## config.mk

```make
export PLATFORM = sky130hd
export DESIGN_NAME = rtp_h264_depacketizer
export DESIGN_NICKNAME = d
export VERILOG_FILES = /design/src/rtl/core/rtpd_pkg.sv /design/src/rtl/core/rtpd_front.sv /design/src/rtl/core/rtpd_queue.sv /design/src/rtl/core/rtpd_back.sv /design/src/rtl/core/rtp_h264_depacketizer.sv
export VERILOG_INCLUDE_DIRS = /design/src /design/src/rtl/core
export SDC_FILE = /design/constraint.sdc
export NUM_CORES = 1
export LEC_CHECK = 0
export BUFFER_PORTS_ARGS = -buffer_cell sky130_fd_sc_hd__clkbuf_2
export CAP_MARGIN = 20
export CORE_MARGIN = 2
export CORE_UTILIZATION = 24
export DETAILED_ROUTE_END_ITERATION = 10
export PLACE_DENSITY_LB_ADDON = 0.05
export SYNTH_ARGS = -nofsm -noshare
export SYNTH_HDL_FRONTEND = slang
export SYNTH_HIERARCHICAL = 1
export SYNTH_SLANG_ARGS = --single-unit
```

## constraint.sdc

```tcl
create_clock -name clk -period 2.4 [get_ports clk]
set_input_delay 0.48 -clock clk [delete_from_list [all_inputs] [get_ports clk]]
set_output_delay 0.48 -clock clk [all_outputs]
set_load 0.05 [all_outputs]
```

## src/rtl/core/rtp_h264_depacketizer_defines.svh

```systemverilog
// Assertion macros for the RTP to H.264 depacketizer.
// Used by the top level; depends on signals named clk and arst_n in scope.
`ifndef RTP_H264_DEPACKETIZER_DEFINES_SVH
`define RTP_H264_DEPACKETIZER_DEFINES_SVH

// The consequent must hold in the same cycle as the antecedent.
`define RTPD_ASSERT_SAME(lbl, ante, cons, msg) \
	lbl: assert property (@(posedge clk) disable iff (!arst_n) (ante) |-> (cons)) \
		else $error(msg);

// The consequent must hold in the cycle after the antecedent.
`define RTPD_ASSERT_NEXT(lbl, ante, cons, msg) \
	lbl: assert property (@(posedge clk) disable iff (!arst_n) (ante) |=> (cons)) \
		else $error(msg);

`endif

```

## src/rtl/core/rtpd_pkg.sv

```systemverilog
// Shared types and constants of the RTP to H.264 depacketizer.
// No dependencies; imported by every module of the block.
package rtpd_pkg;

	localparam int DEF_HEADER_BYTES = 12;
	localparam int DEF_QUEUE_DEPTH = 4;

	localparam logic [4:0] NAL_TYPE_FU_A = 5'h1c;
	localparam logic [2:0] FU_FLAGS_START = 3'b100;
	localparam logic [7:0] START_CODE_ZERO = 8'h00;
	localparam logic [7:0] START_CODE_ONE = 8'h01;

	typedef struct packed {
		logic prefix;
		logic [7:0] data;
		logic has;
		logic last;
		logic fend;
		logic err;
	} cmd_t;

	typedef struct packed {
		logic full;
		logic empty;
	} queue_status_t;

endpackage

```

## src/rtl/core/rtpd_front.sv

```systemverilog
// Front end: accepts packet bytes, tracks the header position and classifies the payload.
// Depends on rtpd_pkg; produces one command per transaction that yields output.
module rtpd_front import rtpd_pkg::*; #(
	parameter int HEADER_BYTES = DEF_HEADER_BYTES
) (
	input logic clk,
	input logic arst_n,
	input logic accept,
	input logic [7:0] in_byte,
	input logic in_last,
	output logic cmd_valid,
	output cmd_t cmd
);

	localparam int PW = $clog2(HEADER_BYTES + 3);
	localparam logic [PW-1:0] POS_HDR = PW'(HEADER_BYTES);
	localparam logic [PW-1:0] POS_FU = PW'(HEADER_BYTES + 1);
	localparam logic [PW-1:0] POS_SAT = PW'(HEADER_BYTES + 2);
	localparam logic [PW-1:0] POS_MARK = PW'(1);

	logic [PW-1:0] pos_q;
	logic marker_q;
	logic [7:0] first_q;
	logic frag_q;

	always_comb begin
		cmd_valid = 1'b0;
		cmd = '0;
		if (pos_q < POS_HDR) begin
			if (in_last) begin
				cmd_valid = 1'b1;
				cmd.last = 1'b1;
				cmd.err = 1'b1;
			end
		end else if (pos_q == POS_HDR) begin
			if (in_byte[4:0] != NAL_TYPE_FU_A) begin
				cmd_valid = 1'b1;
				cmd.prefix = 1'b1;
				cmd.data = in_byte;
				cmd.has = 1'b1;
				cmd.last = in_last;
				cmd.fend = in_last & marker_q;
			end else if (in_last) begin
				cmd_valid = 1'b1;
				cmd.last = 1'b1;
				cmd.err = 1'b1;
			end
		end else if (pos_q == POS_FU && frag_q) begin
			if (in_byte[7:5] == FU_FLAGS_START) begin
				cmd_valid = 1'b1;
				cmd.prefix = 1'b1;
				cmd.data = {first_q[7:5], in_byte[4:0]};
				cmd.has = 1'b1;
				cmd.last = in_last;
				cmd.fend = in_last & marker_q;
			end else if (in_last) begin
				cmd_valid = 1'b1;
				cmd.last = 1'b1;
				cmd.fend = marker_q;
			end
		end else begin
			cmd_valid = 1'b1;
			cmd.data = in_byte;
			cmd.has = 1'b1;
			cmd.last = in_last;
			cmd.fend = in_last & marker_q;
		end
	end

	always_ff @(posedge clk or negedge arst_n) begin
		if (!arst_n) begin
			pos_q <= '0;
			marker_q <= 1'b0;
			first_q <= '0;
			frag_q <= 1'b0;
		end else if (accept) begin
			if (pos_q == POS_MARK) begin
				marker_q <= in_byte[7];
			end
			if (pos_q == POS_HDR) begin
				first_q <= in_byte;
				frag_q <= (in_byte[4:0] == NAL_TYPE_FU_A);
			end
			if (in_last) begin
				pos_q <= '0;
				marker_q <= 1'b0;
			end else if (pos_q < POS_SAT) begin
				pos_q <= pos_q + PW'(1);
			end
		end
	end

endmodule

```

## src/rtl/core/rtpd_queue.sv

```systemverilog
// Short command queue that decouples the front end from the output sequencer.
// Depends on rtpd_pkg for the command type.
module rtpd_queue import rtpd_pkg::*; #(
	parameter int QUEUE_DEPTH = DEF_QUEUE_DEPTH
) (
	input logic clk,
	input logic arst_n,
	input logic push,
	input cmd_t push_cmd,
	input logic pop,
	output cmd_t pop_cmd,
	output queue_status_t status
);

	localparam int AW = $clog2(QUEUE_DEPTH);
	localparam int CW = $clog2(QUEUE_DEPTH + 1);
	localparam logic [AW-1:0] PTR_LAST = AW'(QUEUE_DEPTH - 1);

	cmd_t slot_q [QUEUE_DEPTH];
	logic [AW-1:0] wr_ptr_q;
	logic [AW-1:0] rd_ptr_q;
	logic [CW-1:0] count_q;
	logic do_push;
	logic do_pop;

	assign status.full = (count_q == CW'(QUEUE_DEPTH));
	assign status.empty = (count_q == '0);
	assign do_push = push & ~status.full;
	assign do_pop = pop & ~status.empty;
	assign pop_cmd = slot_q[rd_ptr_q];

	always_ff @(posedge clk) begin
		if (do_push) begin
			slot_q[wr_ptr_q] <= push_cmd;
		end
	end

	always_ff @(posedge clk or negedge arst_n) begin
		if (!arst_n) begin
			wr_ptr_q <= '0;
			rd_ptr_q <= '0;
			count_q <= '0;
		end else begin
			if (do_push) begin
				wr_ptr_q <= (wr_ptr_q == PTR_LAST) ? '0 : wr_ptr_q + AW'(1);
			end
			if (do_pop) begin
				rd_ptr_q <= (rd_ptr_q == PTR_LAST) ? '0 : rd_ptr_q + AW'(1);
			end
			if (do_push && !do_pop) begin
				count_q <= count_q + CW'(1);
			end else if (do_pop && !do_push) begin
				count_q <= count_q - CW'(1);
			end
		end
	end

endmodule

```

## src/rtl/core/rtpd_back.sv

```systemverilog
// Output sequencer: expands queued commands into output transactions, start codes first.
// Depends on rtpd_pkg; drives the registered output channel.
module rtpd_back import rtpd_pkg::*; (
	input logic clk,
	input logic arst_n,
	input queue_status_t qstat,
	input cmd_t qcmd,
	output logic pop,
	input logic out_stall,
	output logic out_valid,
	output logic [7:0] out_byte,
	output logic has_byte,
	output logic out_last,
	output logic frame_end,
	output logic short_error
);

	logic adv;
	logic busy_q;
	logic [1:0] cnt_q;
	cmd_t hold_q;

	assign adv = ~out_valid | ~out_stall;
	assign pop = adv & ~busy_q & ~qstat.empty;

	always_ff @(posedge clk or negedge arst_n) begin
		if (!arst_n) begin
			busy_q <= 1'b0;
			cnt_q <= '0;
			out_valid <= 1'b0;
		end else if (adv) begin
			if (busy_q) begin
				out_valid <= 1'b1;
				if (cnt_q != '0) begin
					cnt_q <= cnt_q + 2'd1;
				end else begin
					busy_q <= 1'b0;
				end
			end else if (!qstat.empty) begin
				out_valid <= 1'b1;
				if (qcmd.prefix) begin
					busy_q <= 1'b1;
					cnt_q <= 2'd1;
				end
			end else begin
				out_valid <= 1'b0;
			end
		end
	end

	always_ff @(posedge clk) begin
		if (adv) begin
			if (busy_q) begin
				if (cnt_q != '0) begin
					out_byte <= (cnt_q == 2'd3) ? START_CODE_ONE : START_CODE_ZERO;
					has_byte <= 1'b1;
					out_last <= 1'b0;
					frame_end <= 1'b0;
					short_error <= 1'b0;
				end else begin
					out_byte <= hold_q.data;
					has_byte <= hold_q.has;
					out_last <= hold_q.last;
					frame_end <= hold_q.fend;
					short_error <= hold_q.err;
				end
			end else if (!qstat.empty) begin
				hold_q <= qcmd;
				if (qcmd.prefix) begin
					out_byte <= START_CODE_ZERO;
					has_byte <= 1'b1;
					out_last <= 1'b0;
					frame_end <= 1'b0;
					short_error <= 1'b0;
				end else begin
					out_byte <= qcmd.data;
					has_byte <= qcmd.has;
					out_last <= qcmd.last;
					frame_end <= qcmd.fend;
					short_error <= qcmd.err;
				end
			end
		end
	end

endmodule

```

## src/rtl/core/rtp_h264_depacketizer.sv

```systemverilog
// RTP to H.264 Annex B depacketizer, top level.
// Depends on rtpd_pkg, rtpd_front, rtpd_queue, rtpd_back and the defines header.
//
// Input channel: one RTP packet byte per transaction (in_byte, in_last marks the
// final byte), handshake in_valid / in_stall. Output channel: one Annex B byte
// per transaction (out_byte, has_byte, out_last, frame_end, short_error),
// handshake out_valid / out_stall.
// The header bytes are dropped; only the marker bit of header byte 1 is kept and
// reported as frame_end on the final transaction of the packet. A payload that
// opens a NAL unit is preceded by the start code 00 00 00 01.
// An accepted input byte is registered in the command queue, then in the output
// register. Throughput is one byte per cycle while out_stall is low and the queue
// is not full; a byte that opens a NAL unit follows its start code bytes, and the
// queue (four entries by default) buffers input meanwhile. in_stall is high exactly
// while the queue is full. When out_stall is high the output register holds its
// transaction and input continues until the queue fills. Asynchronous reset clears
// all control state and out_valid; queue slots and output data are not reset.
`include "rtp_h264_depacketizer_defines.svh"
module rtp_h264_depacketizer import rtpd_pkg::*; #(
	parameter int HEADER_BYTES = DEF_HEADER_BYTES,
	parameter int QUEUE_DEPTH = DEF_QUEUE_DEPTH
) (
	input logic clk,
	input logic arst_n,
	input logic in_valid,
	output logic in_stall,
	input logic [7:0] in_byte,
	input logic in_last,
	output logic out_valid,
	input logic out_stall,
	output logic [7:0] out_byte,
	output logic has_byte,
	output logic out_last,
	output logic frame_end,
	output logic short_error
);

	logic accept;
	logic cmd_valid;
	cmd_t cmd;
	cmd_t qcmd;
	logic pop;
	queue_status_t qstat;

	assign in_stall = qstat.full;
	assign accept = in_valid & ~in_stall;

	rtpd_front #(
		.HEADER_BYTES(HEADER_BYTES)
	) u_front (
		.clk(clk),
		.arst_n(arst_n),
		.accept(accept),
		.in_byte(in_byte),
		.in_last(in_last),
		.cmd_valid(cmd_valid),
		.cmd(cmd)
	);

	rtpd_queue #(
		.QUEUE_DEPTH(QUEUE_DEPTH)
	) u_queue (
		.clk(clk),
		.arst_n(arst_n),
		.push(accept & cmd_valid),
		.push_cmd(cmd),
		.pop(pop),
		.pop_cmd(qcmd),
		.status(qstat)
	);

	rtpd_back u_back (
		.clk(clk),
		.arst_n(arst_n),
		.qstat(qstat),
		.qcmd(qcmd),
		.pop(pop),
		.out_stall(out_stall),
		.out_valid(out_valid),
		.out_byte(out_byte),
		.has_byte(has_byte),
		.out_last(out_last),
		.frame_end(frame_end),
		.short_error(short_error)
	);

	`RTPD_ASSERT_SAME(a_err_shape, out_valid && short_error, out_last && !has_byte && !frame_end, "error transaction is malformed")
	`RTPD_ASSERT_SAME(a_empty_last, out_valid && !has_byte, out_last, "empty transaction is not the final one")
	`RTPD_ASSERT_NEXT(a_drain, !qstat.empty && !out_valid, out_valid, "queued work was not picked up")

endmodule
```

==> flow_summary.yaml, run 1 <==
timing:
  rsz0062_at_grt: "yes"
  tightest_slew_ps: 999.6
  fin_hold_ws_ps: 127.7
  slew_violations: 0
  fin_crit_sh_pct: 97.41
  clock-skew-final_ps: 7.110
  setup_viol: 0
  hold_viol_final: 0
  fmax_ghz: 0.4277
  setup_tns_ps: 0
  relSlewSlack_pct: 33.22
  period_minus_slack_ps: 2338
grt:
  grt_max_degree: 21
  grt_pass1_wl_um: 13480
  grt.total_usage_pct: 10.12
  grt_pass1_vias: 2370
  overflow: 0
  antenna_found_initial: 0
cells_and_area:
  drive_gt1_share_pct: 36.22
  final_common_cell: "edfxtp_1"
  antenna_cells: 0
  fin_cells: 548
  nets: 344
  final_area_um2: 5141
  syn2layout_area_growth_pct: 23.10
  final_cell_mix: "76 x edfxtp_1, 33 x buf_4, 26 x clkbuf_2"
clock_network:
  cts_max_level: 3
  ctsHoldBuffers: 0
  clk_pin_slew_ps: 70
  cts.sinks: 96
  cts_tree: "done"
  cts-root-buf: "clkbuf_16"
  clock_path_buffers: 2
  cts_buffers: 9
  worst_skew_pair.late_latency_ps: 340
synthesis:
  synth_top_cells_by_area: "edfxtp_1 55%, dfrtp_1 12%, mux4_2 7.0%"
  syn_area_um2: 4177
  synth_top_cell_area_share_pct: 54.64
  synthesis.nets: 281
  yosysSeqAreaShare_pct: 66.63
  synth_edf_count: 76
  ys_warn_count: 6
  synthArstFlopShare_pct: 20.83
  ys_ff_latch: 96
  ys.flop_type: "edfxtp_1"
  synth_top_area_cell: "edfxtp_1"
  synth_cell_types: 49
  syn_inst: 256
  syn_avg_cell_area_um2: 16.31
worst_hold_path:
  hold_class: "input pin to asynchronous set/reset pin"
die:
  ios: 27
  die_y_um: 135.9
  fp.dieW_um: 135.9
  rows: 48
  core-area_um2: 17180
  start_util_pct: 24.32
  fp.dieArea_um2: 18470
critical_path:
  crit_path_max_fanout: 4
  critPathCaptureType: "flip-flop"
  critPathRequiredTime_ps: 2630
  path_class: "flip-flop to flip-flop"
  crit_path_start_kind: "flip-flop"
  cp.arrival_ps: 2570
  r2r_slack_ps: 60
placement:
  port_buffers: 26
  placed_cell_area_um2: 4802
  gp_congestion: 0.7399
  placed_cells: 529
  dp_hpwl_um: 5991
power_and_ir_drop:
  power.switching_w: 0.001917
  leakage_nw: 1.913
  swShare_pct: 32.72
  combPwrFrac_pct: 35.5
  power_density_nw_per_um2: 1140
  intPower_w: 0.003943
  p_total_w: 0.005860
  pwr-share-seq_pct: 40.1
  vdd.ir_drop.worst_v: 0.0003920
  clkPwrFrac_pct: 24.4
routing:
  firstDrtPassIters: 4
  vias: 2249
  first_iter_violations: 116
  routed_wl_um: 8428
  wire_per_inst_um: 15.38
  drcViolationCount: 0
  via_per_inst: 4.104
  detail-route-antenna-nets: 0
run_status:
  status: "completed"
flow_run:
  cap_violations: 0
-- flip-flops by register name, indices dropped and copies added (netlist names), 3 cells and up --
name,flops
u_queue/slot_q,52
u_back/hold_q,12
u_back/out_byte,8
u_front/pos_q,4
u_front/first_q,3
u_queue/count_q,3
-- cells in the mapped netlist (2+ instances only) --
cell	count
a21oi_1	12
a22o_1	11
a32o_1	2
and2_1	4
and3b_1	2
buf_2	2
buf_4	2
buf_6	4
dfrtp_1	20
edfxtp_1	76
ha_1	11
inv_1	13
mux2_2	6
mux2_4	3
mux4_2	13
nand2_1	11
nand3_1	2
nand4_1	3
nor2_1	10
nor2b_1	6
nor3_1	3
nor3b_1	3
nor3b_4	2
o21ai_0	6
o21ai_1	2
o21ai_2	2
o22ai_1	2
xor2_1	2
-- routing by layer --
metal  part of all wire, %  vias up  GRT usage (%)  routed length (um)
met5                     0        -              0                   0
met4                   2.4        0          5.382                 200
met3                   3.1       12          2.125                 261
met2                    46       35          15.57                3858
met1                    49     1095          13.40                4107
li1                      -     1107              -                   -
-- what timing repair did --
action                                  in CTS  in global routing
buffers inserted                             3                  1
pin swaps                                    5                  5
hold endpoints to repair                     0                  0
gates resized for setup                      2                  1
endpoints found under the setup margin       2                  2
-- per-stage QoR --
stage	setup WS [ps]	util, %
floorplan	-122.1	-
global placement	-83.01	27.96
detailed placement	-113.4	27.96
CTS	-15.19	29.83
global route	-124.3	29.93
finish	62.13	29.93
-- final cells by class --
class                           count  area (um^2)
Clock inverter                      6        71.32
Fill cell                        1769        12040
Tap cell                          225        281.5
Inverter                           13        48.80
Clock buffer                        9        225.2
Sequential cell                    96         2783
Timing Repair Buffer               62        437.9
Multi-Input combinational cell    137         1294
-- path summary, 6_finish.rpt --
| check | start | endpoint | depth (start not counted) |
|---|---|---|---|
| worst max-delay path | u_front/pos_q[0] | u_queue/count_q[1] | 11 |
| worst min-delay path | arst_n | u_back/cnt_q[1] | 1 |
| worst max register to register | u_front/pos_q[0] | u_queue/count_q[1] | 11 |
| worst min register to register | u_front/first_q[7] | u_front/first_q[7] | 1 |
| max in group asynchronous | arst_n | u_front/first_q[7] | 1 |
| min in group clk | in_byte[4] | u_front/frag_q | 3 |
-- logic make-up after synthesis --
| kind of cell | share of synthesized area, % |
|---|---|
| fa+ha+maj | 3.775 |
| flops | 66.63 |
| xor+xnor | 0.6292 |
| compound gates | 7.790 |
| simple gates | 8.149 |
| buf+inv | 3.055 |
| mux | 9.976 |
-- power groups by stage --
stage | clock (W) | sequential, W | combinational, W
global placement | 0 | 0.00239 | 0.00209
floorplan | 0 | 0.00269 | 0.00120
finish | 0.00143 | 0.00235 | 0.00208
global route | 0.00156 | 0.00239 | 0.00232
detailed placement | 0 | 0.00239 | 0.00209
CTS | 0.00149 | 0.00236 | 0.00211
-- worst max-delay path, cell delays in order (launching register included) --
cell	delay, ps
dfrtp_1	390
inv_2	60
ha_4	160
nand3b_1	180
o21ai_2	170
o21bai_1	80
and3b_1	180
nor2b_4	140
ha_4	150
inv_2	50
fa_2	410
mux2_2	260
No activity file was read; power rests on OpenSTA's default activity.
==> inputs of run 2 (changes only) <==
--- a/config.mk
+++ b/config.mk
@@ -14,5 +14,4 @@
 export PLACE_DENSITY_LB_ADDON = 0.05
 export SYNTH_ARGS = -nofsm -noshare
 export SYNTH_HDL_FRONTEND = slang
-export SYNTH_HIERARCHICAL = 1
 export SYNTH_SLANG_ARGS = --single-unit
==> flow_summary.yaml, run 2 <==
routing:
  routed_wl_um: 8436
  via_per_inst: 4.144
  drcViolationCount: 0
  firstDrtPassIters: 4
  detail-route-antenna-nets: 0
  vias: 2217
  wire_per_inst_um: 15.77
  first_iter_violations: 83
placement:
  placed_cells: 516
  gp_congestion: 0.6957
  port_buffers: 26
  dp_hpwl_um: 6031
  pre_cts_ws_ps: -118.4
clock_network:
  cts.sinks: 96
  cts-root-buf: "clkbuf_16"
  clk_pin_slew_ps: 70
  cts_tree: "done"
  cts_buffers: 9
  clock_path_buffers: 2
  worst_skew_pair.late_latency_ps: 350
  cts_max_level: 3
timing:
  fin_crit_sh_pct: 94.58
  rsz0062_at_grt: "no"
  setup_viol: 0
  fmax_ghz: 0.4406
  clock-skew-final_ps: 4.946
  fin_hold_ws_ps: 141.4
  fin_ws_ps: 130.1
  period_minus_slack_ps: 2270
  slew_violations: 0
  tightest_slew_ps: 631.1
  hold_viol_final: 0
  relSlewSlack_pct: 57.93
cells_and_area:
  final_common_cell: "edfxtp_1"
  antenna_cells: 0
  final_cell_mix: "76 x edfxtp_1, 28 x buf_4, 26 x clkbuf_2"
  final_core_utilization_pct: 30.65
  largest_register: "u_queue.slot_q"
  top_regs: "u_queue.slot_q x52, u_back.hold_q x12, u_back.out_byte x8"
  fin_cells: 535
  nets: 335
  largest_reg_flops: 52
  syn2layout_area_growth_pct: 24.90
  drive_gt1_share_pct: 36.51
synthesis:
  ys.flop_type: "edfxtp_1"
  synth_mux_area_share_pct: 10.36
  synth_common_cells: "76 x edfxtp_1, 20 x dfrtp_1, 13 x mux4_2, 13 x nand2_1, 12 x nor2_1"
  ys_warn_count: 0
  syn_area_um2: 4070
  synth_xor_area_share_pct: 0.6456
  synth_top_area_cell: "edfxtp_1"
  synth_edf_count: 76
  syn_avg_cell_area_um2: 16.28
  synth_top_cell_area_share_pct: 56.07
  syn_inst: 250
  synthesis.nets: 275
  yosysSeqAreaShare_pct: 68.37
  synth_cell_types: 43
  synth_top_family_by_area: "multiplexers"
  synth_compound_area_share_pct: 7.255
  synthSimpleGateAreaFrac_pct: 7.532
  synthMostInstantiatedCell: "edfxtp_1"
  synth_top_cells_by_area: "edfxtp_1 56%, dfrtp_1 12%, mux4_2 7.2%"
  synthAdderAreaFrac_pct: 3.873
  synthArstFlopShare_pct: 20.83
  ys_ff_latch: 96
grt:
  use_met3_pct: 3.212
  grt_max_degree: 21
  grt.total_usage_pct: 10.23
  grt_pass1_vias: 2337
  grt_use_met2_pct: 16.04
  overflow: 0
  antenna_found_initial: 0
  gr-usage-met1_pct: 13.57
  grt_busiest_layer: "met2"
  grt_pass1_wl_um: 13660
die:
  rows: 47
  die_y_um: 134.2
  ios: 27
  fp.dieW_um: 134.2
  start_util_pct: 24.54
  core-area_um2: 16580
  fp.dieArea_um2: 18020
critical_path:
  r2r-end: "u_queue.count_q[2]"
  critPathRequiredTime_ps: 2670
  ff2ff_path_depth: 10
  cp-startpoint: "u_front.pos_q[0]"
  critPathCaptureType: "flip-flop"
  crit_path_start_kind: "flip-flop"
  path_class: "flip-flop to flip-flop"
  crit_path_max_fanout: 3
  crit_path_end: "u_queue.count_q[2]"
  r2r_slack_ps: 130
  r2r_start: "u_front.pos_q[0]"
  cp.arrival_ps: 2540
power_and_ir_drop:
  p_total_w: 0.006060
  power_density_nw_per_um2: 1192
  leakage_nw: 1.936
  vdd.ir_drop.worst_v: 0.0004039
flow_run:
  cap_violations: 0
run_status:
  status: "completed"
worst_hold_path:
  hold_class: "input pin to asynchronous set/reset pin"
[run 2: how the worst min path moves through the flow]
stage | from | to | cells after the start
3_3_place_gp | u_queue.count_q[2] | u_queue.count_q[2] | 1
2_1_floorplan | arst_n | u_back.busy_q | 0
3_5_place_dp | u_queue.count_q[2] | u_queue.count_q[2] | 1
6_report | arst_n | u_front.pos_q[0] | 1
4_1_cts | arst_n | u_front.pos_q[0] | 1
5_1_grt | arst_n | u_back.cnt_q[1] | 1
[run 2: area by class of cell]
class                      count  area [um^2]
tap                          220        275.3
fill                        1665        11500
clock buffer                   9        225.2
clock inverter                 7        95.09
multi-input combinational    134         1244
sequential                    96         2783
inverter                      11        41.29
timing repair buffer          58        420.4
[run 2: timing repair]
action / CTS / global route
setup endpoints to repair: 0 / 2
hold buffers: 0 / 0
setup buffers: 0 / 2
resized for setup: 0 / 3
[run 2: routing by layer]
metal / routed length, um / part of all wire, % / vias up
met5: 0 / 0 / -
met3: 305 / 3.6 / 9
li1: - / - / 1078
met4: 115 / 1.4 / 0
met2: 4062 / 48 / 36
met1: 3952 / 47 / 1094
[run 2: cell families after synthesis]
| group | count (synthesis) |
|---|---|
| DFF | 96 |
| and+or+nand+nor | 57 |
| AOI/OAI and AO/OA | 38 |
| muxes | 24 |
| buffers and inverters | 20 |
| adders and majority gates | 12 |
| xor gates and xnor gates | 3 |
[run 2: through the flow]
step	TNS, ps	cell area (um^2)
after floorplan	-149.8	4101
after global placement	-67.11	4726
after detailed placement	-190.4	4726
after CTS	0	5046
after global routing	0	5084
final	0	5084
[run 2: power by group]
group	total, W	internal, W	switching, W
Clock	0.00152	0.000841	0.000678
Combinational	0.00207	0.000883	0.00118
Sequential	0.00248	0.00227	0.000208
Total	0.00606	0.00399	0.00207
[run 2: critical path: stages (launching register included)]
cell and delay [ps]:
dfrtp_1 390, inv_2 60, ha_4 170, a31o_4 220, a221oi_4 320, ha_2 250, inv_2 40, fa_2 350
xor2_1 140, nor2_1 110, xor2_1 150
